### config.mk
export PLATFORM = sky130hd
export DESIGN_NAME = shell_token_lexer
export DESIGN_NICKNAME = d
export VERILOG_FILES = /design/src/design/stl_pkg.sv /design/src/design/stl_front.sv /design/src/design/stl_back.sv /design/src/design/stl_outq.sv /design/src/design/shell_token_lexer.sv
export SDC_FILE = /design/constraint.sdc
export NUM_CORES = 1
export LEC_CHECK = 0
export BUFFER_PORTS_ARGS = -buffer_cell sky130_fd_sc_hd__buf_2
export CAP_MARGIN = 10
export CORE_AREA = 5 5 116 118
export CTS_BUF_LIST = sky130_fd_sc_hd__clkbuf_8 sky130_fd_sc_hd__clkbuf_16
export DETAILED_ROUTE_END_ITERATION = 8
export DIE_AREA = 0 0 121 123
export GPL_TIMING_DRIVEN = 1
export PLACE_DENSITY = 0.76
export SYNTH_ARGS = -nofsm -noshare
export SYNTH_HDL_FRONTEND = slang
export SYNTH_HIERARCHICAL = 1
export SYNTH_SLANG_ARGS = --single-unit
### constraint.sdc
create_clock -name clk -period 4.3 [get_ports clk]
set_input_delay 0.215 -clock clk [delete_from_list [all_inputs] [get_ports clk]]
set_output_delay 0.215 -clock clk [all_outputs]
set_load 0.01 [all_outputs]
### src/design/stl_pkg.sv
`default_nettype none

package stl_pkg;

    // queue depths, powers of two
    localparam int FRONT_DEPTH = 2;
    localparam int OUT_DEPTH   = 4;
    localparam int FPTR_W      = $clog2(FRONT_DEPTH);
    localparam int FCNT_W      = $clog2(FRONT_DEPTH + 1);
    localparam int OPTR_W      = $clog2(OUT_DEPTH);
    localparam int OCNT_W      = $clog2(OUT_DEPTH + 1);

    // token kinds
    localparam logic [4:0] K_ENDFILE = 5'd0;
    localparam logic [4:0] K_NEWLINE = 5'd1;
    localparam logic [4:0] K_SEMI    = 5'd2;
    localparam logic [4:0] K_STR     = 5'd3;
    localparam logic [4:0] K_CMD     = 5'd4;
    localparam logic [4:0] K_AND     = 5'd5;
    localparam logic [4:0] K_OR      = 5'd6;
    localparam logic [4:0] K_PIPE    = 5'd7;
    localparam logic [4:0] K_NOT     = 5'd8;
    localparam logic [4:0] K_LPAREN  = 5'd9;
    localparam logic [4:0] K_RPAREN  = 5'd10;
    localparam logic [4:0] K_IN      = 5'd11;
    localparam logic [4:0] K_OUT     = 5'd12;
    localparam logic [4:0] K_APPEND  = 5'd13;
    localparam logic [4:0] K_MOUT    = 5'd14;
    localparam logic [4:0] K_MAPPEND = 5'd15;
    localparam logic [4:0] K_MSTREAM = 5'd16;

    // error codes
    localparam logic [2:0] E_NONE      = 3'd0;
    localparam logic [2:0] E_FORBIDDEN = 3'd1;
    localparam logic [2:0] E_UNTERM    = 3'd2;
    localparam logic [2:0] E_BAD_AMP   = 3'd3;
    localparam logic [2:0] E_EMPTY_CMD = 3'd4;

    // character classes seen by the lexer
    typedef enum logic [4:0] {
        CC_OTHER,
        CC_SPACE,     // whitespace other than newline
        CC_NEWLINE,
        CC_NUL,
        CC_DIGIT,
        CC_SEMI,
        CC_DQUOTE,
        CC_HASH,
        CC_AMP,
        CC_PIPE,
        CC_LT,
        CC_BANG,
        CC_GT,
        CC_LPAREN,
        CC_RPAREN,
        CC_FORBID,    // single quote, colon, caret, percent
        CC_EOF
    } char_class_t;

    typedef struct packed {
        logic [7:0]  ch;
        logic        eof;
        char_class_t cls;
    } cls_item_t;

    typedef struct packed {
        logic      valid;
        cls_item_t item;
    } front_link_t;

    typedef struct packed {
        logic       keep_char;
        logic [7:0] text_char;
        logic       token_done;
        logic [4:0] token_kind;
        logic [2:0] error_code;
        logic       last;
    } result_t;

    function automatic char_class_t classify(input logic [7:0] c);
        char_class_t r;
        r = CC_OTHER;
        case (c)
            8'h20, 8'h09, 8'h0b, 8'h0c, 8'h0d: r = CC_SPACE;
            8'h0a: r = CC_NEWLINE;
            8'h00: r = CC_NUL;
            8'h30, 8'h31, 8'h32, 8'h33, 8'h34,
            8'h35, 8'h36, 8'h37, 8'h38, 8'h39: r = CC_DIGIT;
            8'h3b: r = CC_SEMI;
            8'h22: r = CC_DQUOTE;
            8'h23: r = CC_HASH;
            8'h26: r = CC_AMP;
            8'h7c: r = CC_PIPE;
            8'h3c: r = CC_LT;
            8'h21: r = CC_BANG;
            8'h3e: r = CC_GT;
            8'h28: r = CC_LPAREN;
            8'h29: r = CC_RPAREN;
            8'h27, 8'h3a, 8'h5e, 8'h25: r = CC_FORBID;
            default: r = CC_OTHER;
        endcase
        return r;
    endfunction

endpackage

`default_nettype wire

### src/design/stl_front.sv
`default_nettype none

module stl_front (
    input  wire logic               clk,
    input  wire logic               rst_n,
    input  wire logic               push,
    output logic                    full,
    input  wire logic [7:0]         ch,
    input  wire logic               end_of_input,
    output stl_pkg::front_link_t    link,
    input  wire logic               take
);
    import stl_pkg::*;

    cls_item_t           q_reg [FRONT_DEPTH];
    logic [FPTR_W-1:0]   wr_ptr_reg, wr_ptr_next;
    logic [FPTR_W-1:0]   rd_ptr_reg, rd_ptr_next;
    logic [FCNT_W-1:0]   count_reg, count_next;
    cls_item_t           new_item;
    logic                do_push;
    logic                do_take;

    // classify on the way in; eof carries a zero byte
    always_comb
    begin
        new_item.eof = end_of_input;
        new_item.ch  = end_of_input ? 8'h00 : ch;
        new_item.cls = end_of_input ? CC_EOF : classify(ch);
    end

    assign full    = (count_reg == FCNT_W'(FRONT_DEPTH));
    assign do_push = push && !full;
    assign do_take = take && (count_reg != '0);

    assign link.valid = (count_reg != '0);
    assign link.item  = q_reg[rd_ptr_reg];

    always_comb
    begin
        wr_ptr_next = do_push ? wr_ptr_reg + 1'b1 : wr_ptr_reg;
        rd_ptr_next = do_take ? rd_ptr_reg + 1'b1 : rd_ptr_reg;
        count_next  = count_reg;
        if (do_push && !do_take)
        begin
            count_next = count_reg + 1'b1;
        end
        else if (!do_push && do_take)
        begin
            count_next = count_reg - 1'b1;
        end
    end

    always_ff @(posedge clk)
    begin
        if (do_push)
        begin
            q_reg[wr_ptr_reg] <= new_item;
        end
    end

    always_ff @(posedge clk or negedge rst_n)
    begin
        if (!rst_n)
        begin
            wr_ptr_reg <= '0;
            rd_ptr_reg <= '0;
            count_reg  <= '0;
        end
        else
        begin
            wr_ptr_reg <= wr_ptr_next;
            rd_ptr_reg <= rd_ptr_next;
            count_reg  <= count_next;
        end
    end

endmodule

`default_nettype wire

### src/design/stl_back.sv
`default_nettype none

module stl_back (
    input  wire logic                 clk,
    input  wire logic                 rst_n,
    input  wire stl_pkg::front_link_t link,
    output logic                      take,
    input  wire logic                 space,
    output logic                      res_push,
    output stl_pkg::result_t          res
);
    import stl_pkg::*;

    typedef enum logic [3:0] {
        ST_START,
        ST_COMMENT,
        ST_CMD,
        ST_DIGIT,
        ST_STR,
        ST_AND,
        ST_MEGOUT,
        ST_MEGSTRM,
        ST_PIPE,
        ST_RARR
    } lex_state_t;

    lex_state_t   state_reg, state_next;
    logic         nonempty_reg, nonempty_next;
    logic [1:0]   pass_reg, pass_next;

    lex_state_t   nxt;
    logic         keep, consume, done, fin, fire, cmd_term, is_eof;
    logic [4:0]   kind;
    logic [2:0]   err;
    char_class_t  cls;

    assign cls    = link.item.cls;
    assign is_eof = link.item.eof;

    // characters that end a command word
    always_comb
    begin
        case (cls)
            CC_EOF, CC_SPACE, CC_NEWLINE, CC_FORBID, CC_AMP, CC_PIPE, CC_BANG,
            CC_LT, CC_GT, CC_DQUOTE, CC_SEMI, CC_LPAREN, CC_RPAREN, CC_HASH:
                cmd_term = 1'b1;
            default:
                cmd_term = 1'b0;
        endcase
    end

    // one lexer pass over the head character
    always_comb
    begin
        keep    = !is_eof;
        consume = 1'b1;
        done    = 1'b0;
        kind    = K_ENDFILE;
        err     = E_NONE;
        nxt     = state_reg;
        case (state_reg)
            ST_START:
            begin
                case (cls)
                    CC_EOF:     begin keep = 1'b0; done = 1'b1; kind = K_ENDFILE; end
                    CC_SPACE:   keep = 1'b0;
                    CC_DIGIT:   nxt = ST_DIGIT;
                    CC_NUL,
                    CC_NEWLINE: begin done = 1'b1; kind = K_NEWLINE; end
                    CC_SEMI:    begin done = 1'b1; kind = K_SEMI; end
                    CC_DQUOTE:  begin keep = 1'b0; nxt = ST_STR; end
                    CC_HASH:    begin keep = 1'b0; nxt = ST_COMMENT; end
                    CC_AMP:     nxt = ST_AND;
                    CC_PIPE:    nxt = ST_PIPE;
                    CC_LT:      begin done = 1'b1; kind = K_IN; end
                    CC_BANG:    begin done = 1'b1; kind = K_NOT; end
                    CC_GT:      nxt = ST_RARR;
                    CC_LPAREN:  begin done = 1'b1; kind = K_LPAREN; end
                    CC_RPAREN:  begin done = 1'b1; kind = K_RPAREN; end
                    CC_FORBID:  err = E_FORBIDDEN;
                    default:    nxt = ST_CMD;
                endcase
            end
            ST_COMMENT:
            begin
                keep = 1'b0;
                if (cls == CC_EOF)
                begin
                    done = 1'b1;
                    kind = K_ENDFILE;
                end
                else if (cls == CC_NEWLINE)
                begin
                    done = 1'b1;
                    kind = K_NEWLINE;
                end
            end
            ST_CMD:
            begin
                if (cmd_term)
                begin
                    if (!nonempty_reg)
                    begin
                        err = E_EMPTY_CMD;
                    end
                    else
                    begin
                        done    = 1'b1;
                        kind    = K_CMD;
                        keep    = 1'b0;
                        consume = 1'b0;
                    end
                end
            end
            ST_DIGIT:
            begin
                if (cls == CC_GT)
                begin
                    nxt = ST_RARR;
                end
                else if (cls != CC_DIGIT)
                begin
                    keep    = 1'b0;
                    consume = 1'b0;
                    nxt     = ST_CMD;
                end
            end
            ST_STR:
            begin
                if (cls == CC_EOF || cls == CC_NEWLINE)
                begin
                    err = E_UNTERM;
                end
                else if (cls == CC_DQUOTE)
                begin
                    keep = 1'b0;
                    done = 1'b1;
                    kind = K_STR;
                end
            end
            ST_AND:
            begin
                if (cls == CC_AMP)
                begin
                    done = 1'b1;
                    kind = K_AND;
                end
                else if (cls == CC_GT)
                begin
                    nxt = ST_MEGOUT;
                end
                else
                begin
                    err = E_BAD_AMP;
                end
            end
            ST_MEGOUT:
            begin
                done = 1'b1;
                if (cls == CC_GT)
                begin
                    kind = K_MAPPEND;
                end
                else
                begin
                    kind    = K_MOUT;
                    keep    = 1'b0;
                    consume = 1'b0;
                end
            end
            ST_MEGSTRM:
            begin
                if (cls != CC_DIGIT)
                begin
                    done    = 1'b1;
                    kind    = K_MSTREAM;
                    keep    = 1'b0;
                    consume = 1'b0;
                end
            end
            ST_PIPE:
            begin
                done = 1'b1;
                if (cls == CC_PIPE)
                begin
                    kind = K_OR;
                end
                else
                begin
                    kind    = K_PIPE;
                    keep    = 1'b0;
                    consume = 1'b0;
                end
            end
            ST_RARR:
            begin
                if (cls == CC_AMP)
                begin
                    nxt = ST_MEGSTRM;
                end
                else if (cls == CC_GT)
                begin
                    done = 1'b1;
                    kind = K_APPEND;
                end
                else
                begin
                    done    = 1'b1;
                    kind    = K_OUT;
                    keep    = 1'b0;
                    consume = 1'b0;
                end
            end
            default:
            begin
                keep = 1'b0;
                nxt  = ST_START;
            end
        endcase

        // errors drop the character and reset the lexer
        if (err != E_NONE)
        begin
            keep    = 1'b0;
            done    = 1'b0;
            kind    = K_ENDFILE;
            consume = 1'b1;
        end
    end

    assign fin      = consume || (pass_reg == 2'd2);
    assign fire     = link.valid && space;
    assign take     = fire && fin;
    assign res_push = fire;

    always_comb
    begin
        res.keep_char  = keep;
        res.text_char  = link.item.ch;
        res.token_done = done;
        res.token_kind = kind;
        res.error_code = err;
        res.last       = fin;
    end

    always_comb
    begin
        state_next    = state_reg;
        nonempty_next = nonempty_reg;
        pass_next     = pass_reg;
        if (fire)
        begin
            pass_next = fin ? 2'd0 : pass_reg + 2'd1;
            if (err != E_NONE || done)
            begin
                state_next    = ST_START;
                nonempty_next = 1'b0;
            end
            else
            begin
                state_next    = nxt;
                nonempty_next = nonempty_reg | keep;
            end
        end
    end

    always_ff @(posedge clk or negedge rst_n)
    begin
        if (!rst_n)
        begin
            state_reg    <= ST_START;
            nonempty_reg <= 1'b0;
            pass_reg     <= 2'd0;
        end
        else
        begin
            state_reg    <= state_next;
            nonempty_reg <= nonempty_next;
            pass_reg     <= pass_next;
        end
    end

endmodule

`default_nettype wire

### src/design/stl_outq.sv
`default_nettype none

module stl_outq (
    input  wire logic             clk,
    input  wire logic             rst_n,
    input  wire logic             wr_en,
    input  wire stl_pkg::result_t wr_data,
    output logic                  space,
    output logic                  empty,
    input  wire logic             pop,
    output stl_pkg::result_t      head
);
    import stl_pkg::*;

    result_t             q_reg [OUT_DEPTH];
    logic [OPTR_W-1:0]   wr_ptr_reg, wr_ptr_next;
    logic [OPTR_W-1:0]   rd_ptr_reg, rd_ptr_next;
    logic [OCNT_W-1:0]   count_reg, count_next;
    logic                do_pop;

    assign space  = (count_reg != OCNT_W'(OUT_DEPTH));
    assign empty  = (count_reg == '0);
    assign do_pop = pop && !empty;
    assign head   = q_reg[rd_ptr_reg];

    always_comb
    begin
        wr_ptr_next = wr_en ? wr_ptr_reg + 1'b1 : wr_ptr_reg;
        rd_ptr_next = do_pop ? rd_ptr_reg + 1'b1 : rd_ptr_reg;
        count_next  = count_reg;
        if (wr_en && !do_pop)
        begin
            count_next = count_reg + 1'b1;
        end
        else if (!wr_en && do_pop)
        begin
            count_next = count_reg - 1'b1;
        end
    end

    always_ff @(posedge clk)
    begin
        if (wr_en)
        begin
            q_reg[wr_ptr_reg] <= wr_data;
        end
    end

    always_ff @(posedge clk or negedge rst_n)
    begin
        if (!rst_n)
        begin
            wr_ptr_reg <= '0;
            rd_ptr_reg <= '0;
            count_reg  <= '0;
        end
        else
        begin
            wr_ptr_reg <= wr_ptr_next;
            rd_ptr_reg <= rd_ptr_next;
            count_reg  <= count_next;
        end
    end

endmodule

`default_nettype wire

### src/design/shell_token_lexer.sv
// a character's first result passes through the input queue and then the result queue before
//   it shows on the result ports and can be popped
// the lexer makes one pass per cycle while the result queue has room, and a character needs
//   one to three passes; the input queue can take the next character while the lexer works
// on the head; the 2-entry input queue raises full when the lexer or the 4-entry result queue stalls
// reset: rst_n async active low, clears queues, lexer returns to start with empty token text
`default_nettype none

module shell_token_lexer (
    input  wire logic        clk,
    input  wire logic        rst_n,
    // input side, queue style
    input  wire logic        push,
    output logic             full,
    input  wire logic [7:0]  ch,
    input  wire logic        end_of_input,
    // result side, queue style
    output logic             empty,
    input  wire logic        pop,
    output logic             keep_char,
    output logic [7:0]       text_char,
    output logic             token_done,
    output logic [4:0]       token_kind,
    output logic [2:0]       error_code,
    output logic             last
);
    import stl_pkg::*;

    front_link_t  link;
    logic         take;
    logic         space;
    logic         res_push;
    result_t      res;
    result_t      head;

    // front: classify each character and hold it until the lexer takes it
    stl_front u_front (
        .clk          (clk),
        .rst_n        (rst_n),
        .push         (push),
        .full         (full),
        .ch           (ch),
        .end_of_input (end_of_input),
        .link         (link),
        .take         (take)
    );

    // back: one pass per cycle while the result queue has room; the head leaves on its last pass
    stl_back u_back (
        .clk      (clk),
        .rst_n    (rst_n),
        .link     (link),
        .take     (take),
        .space    (space),
        .res_push (res_push),
        .res      (res)
    );

    // result queue decouples the lexer from the consumer
    stl_outq u_outq (
        .clk     (clk),
        .rst_n   (rst_n),
        .wr_en   (res_push),
        .wr_data (res),
        .space   (space),
        .empty   (empty),
        .pop     (pop),
        .head    (head)
    );

    // result ports show the oldest waiting result
    assign keep_char  = head.keep_char;
    assign text_char  = head.text_char;
    assign token_done = head.token_done;
    assign token_kind = head.token_kind;
    assign error_code = head.error_code;
    assign last       = head.last;

endmodule

`default_nettype wire

==> results of run 1 <==
## report_power, final
group          leakage (nW)  internal (mW)  switching (mW)
registers              1.18           1.88           0.245
logic                  1.02          0.887            1.27
clock network         0.298          0.971           0.492
## cell type report
cell class	count	area, um2	area share
clock inverter	15	200	0.0291
clock buffer	17	425	0.0619
multi-input combinational	278	2250	0.327
tap	172	215	0.0313
inverter	17	63.8	0.00928
timing repair buffer	38	205	0.0299
sequential	120	3510	0.511
## metal layers
layer	vias up	track usage
met1	1882	0.223
met2	127	0.278
li1	1743	-
met3	19	0.0412
met4	0	0.0701
met5	-	0
## final timing paths
| kind | cells after the start | from | endpoint |
|---|---|---|---|
| max | 12 | u_front/rd_ptr_reg$_DFFE_PN0P_ | u_front/count_reg[1]$_DFFE_PN0P_ |
| min in group asynchronous | 2 | rst_n | u_outq/count_reg[2]$_DFFE_PN0P_ |
| min | 3 | pop | u_outq/rd_ptr_reg[0]$_DFFE_PN0P_ |
| max in group asynchronous | 2 | rst_n | u_back/pass_reg[0]$_DFFE_PN0P_ |
| min reg2reg | 2 | u_back/pass_reg[1]$_DFFE_PN0P_ | u_back/pass_reg[1]$_DFFE_PN0P_ |
| max reg2reg | 12 | u_front/rd_ptr_reg$_DFFE_PN0P_ | u_front/count_reg[1]$_DFFE_PN0P_ |
## critical path: stages (launching register included)
cell	delay (ns)
dfrtp_1	0.48
mux2_1	0.40
inv_1	0.11
ha_1	0.44
nor4bb_2	0.60
o41ai_4	0.15
nand2_1	0.11
nand4_1	0.23
and2_1	0.23
nand2_1	0.10
ha_1	0.27
nor2_1	0.15
xor2_1	0.17
## per-stage QoR
stage          instance area, um2  instances   util  power (mW)  hold slack (ns)
6_report                     6870        657  0.556        5.75            0.124
5_1_grt                      6870        657  0.556        6.08            0.109
4_1_cts                      6870        657  0.556        5.77           0.0859
3_5_place_dp                 6240        624  0.505        4.29            0.177
3_3_place_gp                 6240        624  0.505        4.23            0.172
2_1_floorplan                6050        451      -        3.75          -0.0806
## synthesized netlist by cell type, types with 2 or more instances
cell type,count
edfxtp_1,102
nand2_1,24
nor2_1,23
a21oi_1,19
dfrtp_1,18
mux4_2,18
nor2b_1,18
o21ai_0,16
inv_1,15
mux2_1,13
nand2b_1,13
buf_4,12
ha_1,11
buf_2,10
clkbuf_1,9
nor3_1,9
xnor2_1,9
a211oi_1,7
and3_1,6
a31oi_1,5
and2_1,5
nand3_1,5
nor4_1,5
xor2_1,5
buf_6,4
o22ai_1,4
or3_1,4
and2b_1,3
mux2_2,3
o21ai_1,3
a32oi_1,2
a41oi_1,2
inv_2,2
nand3b_1,2
nand4_1,2
o2111ai_1,2
o211ai_1,2
o31ai_1,2
or2_2,2
or3b_1,2
## what timing repair did
action | 4_1_cts | 5_1_grt
hold buffers | 1 | 0
hold endpoints to repair | 18 | 0
gates resized for setup | 0 | 0
## cells in the final DEF (no fill, tap or decap), drive strengths merged, types with 6 or more instances in the layout
master	instances
clkbuf	17
nor4	6
a211oi	8
nand2	24
ha	11
and3	6
mux2	16
o21ai	19
nor2b	18
nor2	23
inv	20
nand2b	13
dfrtp	18
xnor2	9
buf	37
edfxtp	102
a21oi	20
nor3	10
mux4	19
## cell families after synthesis
family                     count (synthesis)  share of synthesized area
DFF                                      120                      0.581
xor gates and xnor gates                  14                     0.0203
AOI/OAI and AO/OA                         78                     0.0877
adders and majority gates                 12                     0.0261
and+or+nand+nor                          138                      0.135
muxes                                     36                      0.103
buffers and inverters                     53                     0.0474
==> flow_summary_export.csv, run 1 <==
group,metric,value,unit
status,status,"completed",
synthesis,synth-seq-cells,120,
clocking,cts.sinks,120,
clocking,cts_setup_buffers,0,
drt,drc,0,
floorplan,core_area,0.0124,mm2
final_layout,diodes,0,
synthesis,synth_enable_flop_cells,102,
drt,drt-pass1-iter-count,5,
synthesis,synth_top_cells_by_area,"edfxtp_1 (51%), dfrtp_1 (7.4%), mux4_2 (6.7%)",
drt,wl_met3,560,um
drt,wl_per_cell,18.3,um
worst_setup_path,arrival,3.85,ns
placement,io_buffers,33,
clocking,cts_root_buf,"clkbuf_16",
global_route,grt_pass1_vias,3709,
synthesis,synthCells,451,
drt,ant_nets,0,
worst_setup_path,critical_path_required,4.62,ns
worst_setup_path,reg2reg_slack,0.76,ns
clocking,numCtsBuffers,17,
global_route,gr-total-overflow,0,
placement,hpwl,7900,um
floorplan,io_pins,34,
clocking,clk_pin_slew,0.05,ns
global_route,grt_pass1_wl,19700,um
power_and_ir_drop,p_per_area,836,mW/mm2
synthesis,avgSynthCellArea,13.4,um2
sta,rsz0062_at_grt,"no",
clocking,cts_tree,"done",
global_route,gr-usage-all-layers,0.171,
sta,period_share,0.823,
clocking,htree_levels,4,
drt,drt-initial-drc-count,348,
floorplan,num_rows,41,
synthesis,synth_warnings,6,
worst_setup_path,cp_max_fo,14,
synthesis,syn-num-nets,476,
worst_setup_path,worstSetupPathType,"register to register",
synthesis,async_flop_share,0.150,
final_layout,fillers,963,
floorplan,floorplan.initialDensity,0.489,
drt,routed-wl-met2,5970,um
clocking,clock_latency,0.40,ns
drt,finalWirelength,12000,um
global_route,grt_max_degree,25,
final_layout,largest_reg_flops,76,
power_and_ir_drop,p_leak,2.50,nW
final_layout,area_delta_synth_final,13.6,%
drt,met1_length,5220,um
power_and_ir_drop,ir_drop,0.419,mV
sta,hold_violations,0,
synthesis,yosysTopAreaCell,"edfxtp_1",
synthesis,ys_types,73,
drt,via_per_inst,5.74,
sta,post-route-min-period,3.54,ns
worst_setup_path,endpoint_kind,"register",
floorplan,die_area,0.0149,mm2
sta,slew_violations,0,
clocking,clockBufferDepth,2,
synthesis,synth.top_cell.area_share,0.506,
sta,setup_violations,0,
floorplan,die_h,123,um
flow_run,max_cap_violations,0,
drt,vias,3771,
final_layout,nets,497,
synthesis,netlist_area,0.00605,mm2
placement,gp_congestion,0.865,
worst_setup_path,start_kind,"register",
sta,setup_ws,0.761,ns
worst_hold_path,min_path_type,"input pin to register",
global_route,antenna_found_initial,0,
final_layout,drive_gt1_frac,0.219,
floorplan,die_w,121,um
drt,highest_layer,"met4",
synthesis,seq_area_frac_synth,0.581,
synthesis,synth-main-ff-cell,"edfxtp_1",
sta,worst_slew_pin_slew,1.11,ns
placement,post-place-ws,0.858,ns
sta,timing.fmax,283,MHz
sta,finalClockSkew,0.00747,ns
sta,setup_tns,0,ns
sta,max-slew-margin-rel,0.257,
Note: power is estimated with default switching activity, not from simulation.
==> inputs of run 2 (changes only) <==
==> constraint.sdc (replaced) <==
create_clock -name clk -period 3.45 [get_ports clk]
set_input_delay 0.1725 -clock clk [delete_from_list [all_inputs] [get_ports clk]]
set_output_delay 0.1725 -clock clk [all_outputs]
set_load 0.01 [all_outputs]
==> flow_summary_export.csv, run 2 (same netlist as run 1, synthesis figures left out) <==
group,metric,value,unit
final_layout,area_delta_synth_final,14.2,%
sta,setup_ws,0.293,ns
worst_hold_path,min_path_type,"input pin to register",
floorplan,io_pins,34,
drt,drt-initial-drc-count,381,
global_route,grt_pass1_wl,20400,um
clocking,clk_pin_slew,0.05,ns
worst_setup_path,cp_slowest_cell,"nor4bb_2",
drt,ant_nets,0,
power_and_ir_drop,combPwrFrac,0.397,
power_and_ir_drop,p_per_area,1030,mW/mm2
final_layout,fillers,984,
global_route,gr-usage-all-layers,0.180,
sta,slew_violations,0,
sta,timing.fmax,317,MHz
drt,routed-wl-met2,6090,um
power_and_ir_drop,power,7.11,mW
drt,drt-pass1-iter-count,5,
drt,wl_met3,605,um
power_and_ir_drop,p_switching,2.54,mW
power_and_ir_drop,p_leak,2.54,nW
drt,vias,3739,
worst_setup_path,critical_path_required,3.73,ns
floorplan,core_area,0.0124,mm2
drt,wl_per_cell,18.5,um
final_layout,nets,508,
worst_setup_path,start_kind,"register",
power_and_ir_drop,ir_drop,0.443,mV
floorplan,num_rows,41,
drt,highest_layer,"met4",
worst_setup_path,slowest_delay,0.57,ns
clocking,cts_root_buf,"clkbuf_16",
final_layout,final_cell_mix,"edfxtp_1 (102), buf_2 (33), nand2_1 (24), nor2_1 (23), a21oi_1 (19)",
clocking,cts_tree,"done",
power_and_ir_drop,p_seq_frac,0.368,
flow_run,max_cap_violations,0,
placement,io_buffers,33,
worst_setup_path,cp.buffers_inverters,1,
drt,drc,0,
power_and_ir_drop,p_int,4.57,mW
floorplan,die_h,123,um
drt,finalWirelength,12400,um
worst_setup_path,worstPathCellList,"mux2_1, inv_1, ha_1, nor4bb_2, o41ai_4, nand2_1, nand4_1, and2_1, nand2_1, ha_1, xor2_1, nor2_1, xor2_1",
drt,via_per_inst,5.60,
clocking,htree_levels,4,
worst_setup_path,endpoint_kind,"register",
global_route,gr-total-overflow,0,
floorplan,die_w,121,um
sta,finalClockSkew,0.00958,ns
final_layout,largest_reg_flops,76,
clocking,post_cts_resized,0,
power_and_ir_drop,pwr-share-clk,0.236,
global_route,grt_pass1_vias,3852,
power_and_ir_drop,sw_frac_of_total,0.357,
placement,hpwl,8240,um
drt,met1_length,5610,um
worst_setup_path,worstSetupPathType,"register to register",
clocking,numCtsBuffers,17,
status,status,"completed",
final_layout,drive_gt1_frac,0.234,
floorplan,floorplan.initialDensity,0.489,
clocking,clockBufferDepth,2,
clocking,cts.sinks,120,
worst_setup_path,cp_top_family,"simple AND/OR/NAND/NOR gates",
floorplan,die_area,0.0149,mm2
global_route,grt_max_degree,22,
final_layout,diodes,0,
placement,gp_congestion,0.864,
sta,period_share,0.915,
global_route,antenna_found_initial,0,
worst_setup_path,reg2reg_slack,0.29,ns
placement,post-place-ws,0.331,ns
sta,worst_slew_pin_slew,1.11,ns
clocking,clock_latency,0.40,ns
final_layout,final_common_cell,"edfxtp_1",
sta,post-route-min-period,3.16,ns
worst_setup_path,cp_max_fo,14,
sta,rsz0062_at_grt,"no",
sta,setup_violations,0,
sta,hold_violations,0,
worst_setup_path,arrival,3.44,ns
sta,max-slew-margin-rel,0.255,
sta,setup_tns,0,ns
run 2: worst min-delay path, cell delays in order:
cell and delay, ns:
buf_2 0.10, nand3_1 0.08, xnor2_1 0.08
run 2: power groups by stage:
stage	Sequential (mW)	Combinational [mW]	Clock [mW]
6_report	2.61	2.82	1.68
3_5_place_dp	2.62	2.81	0
5_1_grt	2.67	3.11	1.78
4_1_cts	2.61	2.85	1.71
3_3_place_gp	2.58	2.78	0
2_1_floorplan	2.50	2.18	0
run 2: path summary, 6_finish.rpt:
path	start	endpoint	cells after the start
hold / removal	pop	u_outq/rd_ptr_reg[1]$_DFFE_PN0P_	3
setup / recovery	u_front/rd_ptr_reg$_DFFE_PN0P_	u_front/count_reg[1]$_DFFE_PN0P_	13
hold reg to reg	u_back/pass_reg[1]$_DFFE_PN0P_	u_back/pass_reg[1]$_DFFE_PN0P_	2
setup reg to reg	u_front/rd_ptr_reg$_DFFE_PN0P_	u_front/count_reg[1]$_DFFE_PN0P_	13
max in group asynchronous	rst_n	u_back/pass_reg[1]$_DFFE_PN0P_	2
min in group asynchronous	rst_n	u_outq/count_reg[2]$_DFFE_PN0P_	2
run 2: layout make-up:
cell class              count  area, um2  share of cell area
well taps                 172        215              0.0312
inverters                  17       63.8             0.00924
clock inverters            15        153              0.0221
multi-input cells         278       2250               0.326
clock buffers              17        425              0.0616
repair buffers             49        288              0.0417
flip-flops and latches    120       3510               0.509
run 2: through the flow:
stage          cells  hold WS (ns)  area, um2  utilization
2_1_floorplan    451        -0.123       6050            -
3_3_place_gp     635         0.134       6320        0.511
3_5_place_dp     635         0.147       6320        0.511
4_1_cts          668        0.0656       6910        0.559
5_1_grt          668        0.0856       6910        0.559
6_report         668        0.0834       6910        0.559
run 2: metal layers:
layer / track usage / vias up
li1: - / 1764
met1: 0.242 / 1853
met2: 0.295 / 120
met3: 0.0489 / 2
met4: 0.0446 / 0
met5: 0 / -
run 2: what timing repair did:
item	CTS	global route
hold buffers	1	0
hold endpoints to repair	18	0
setup buffers	0	0
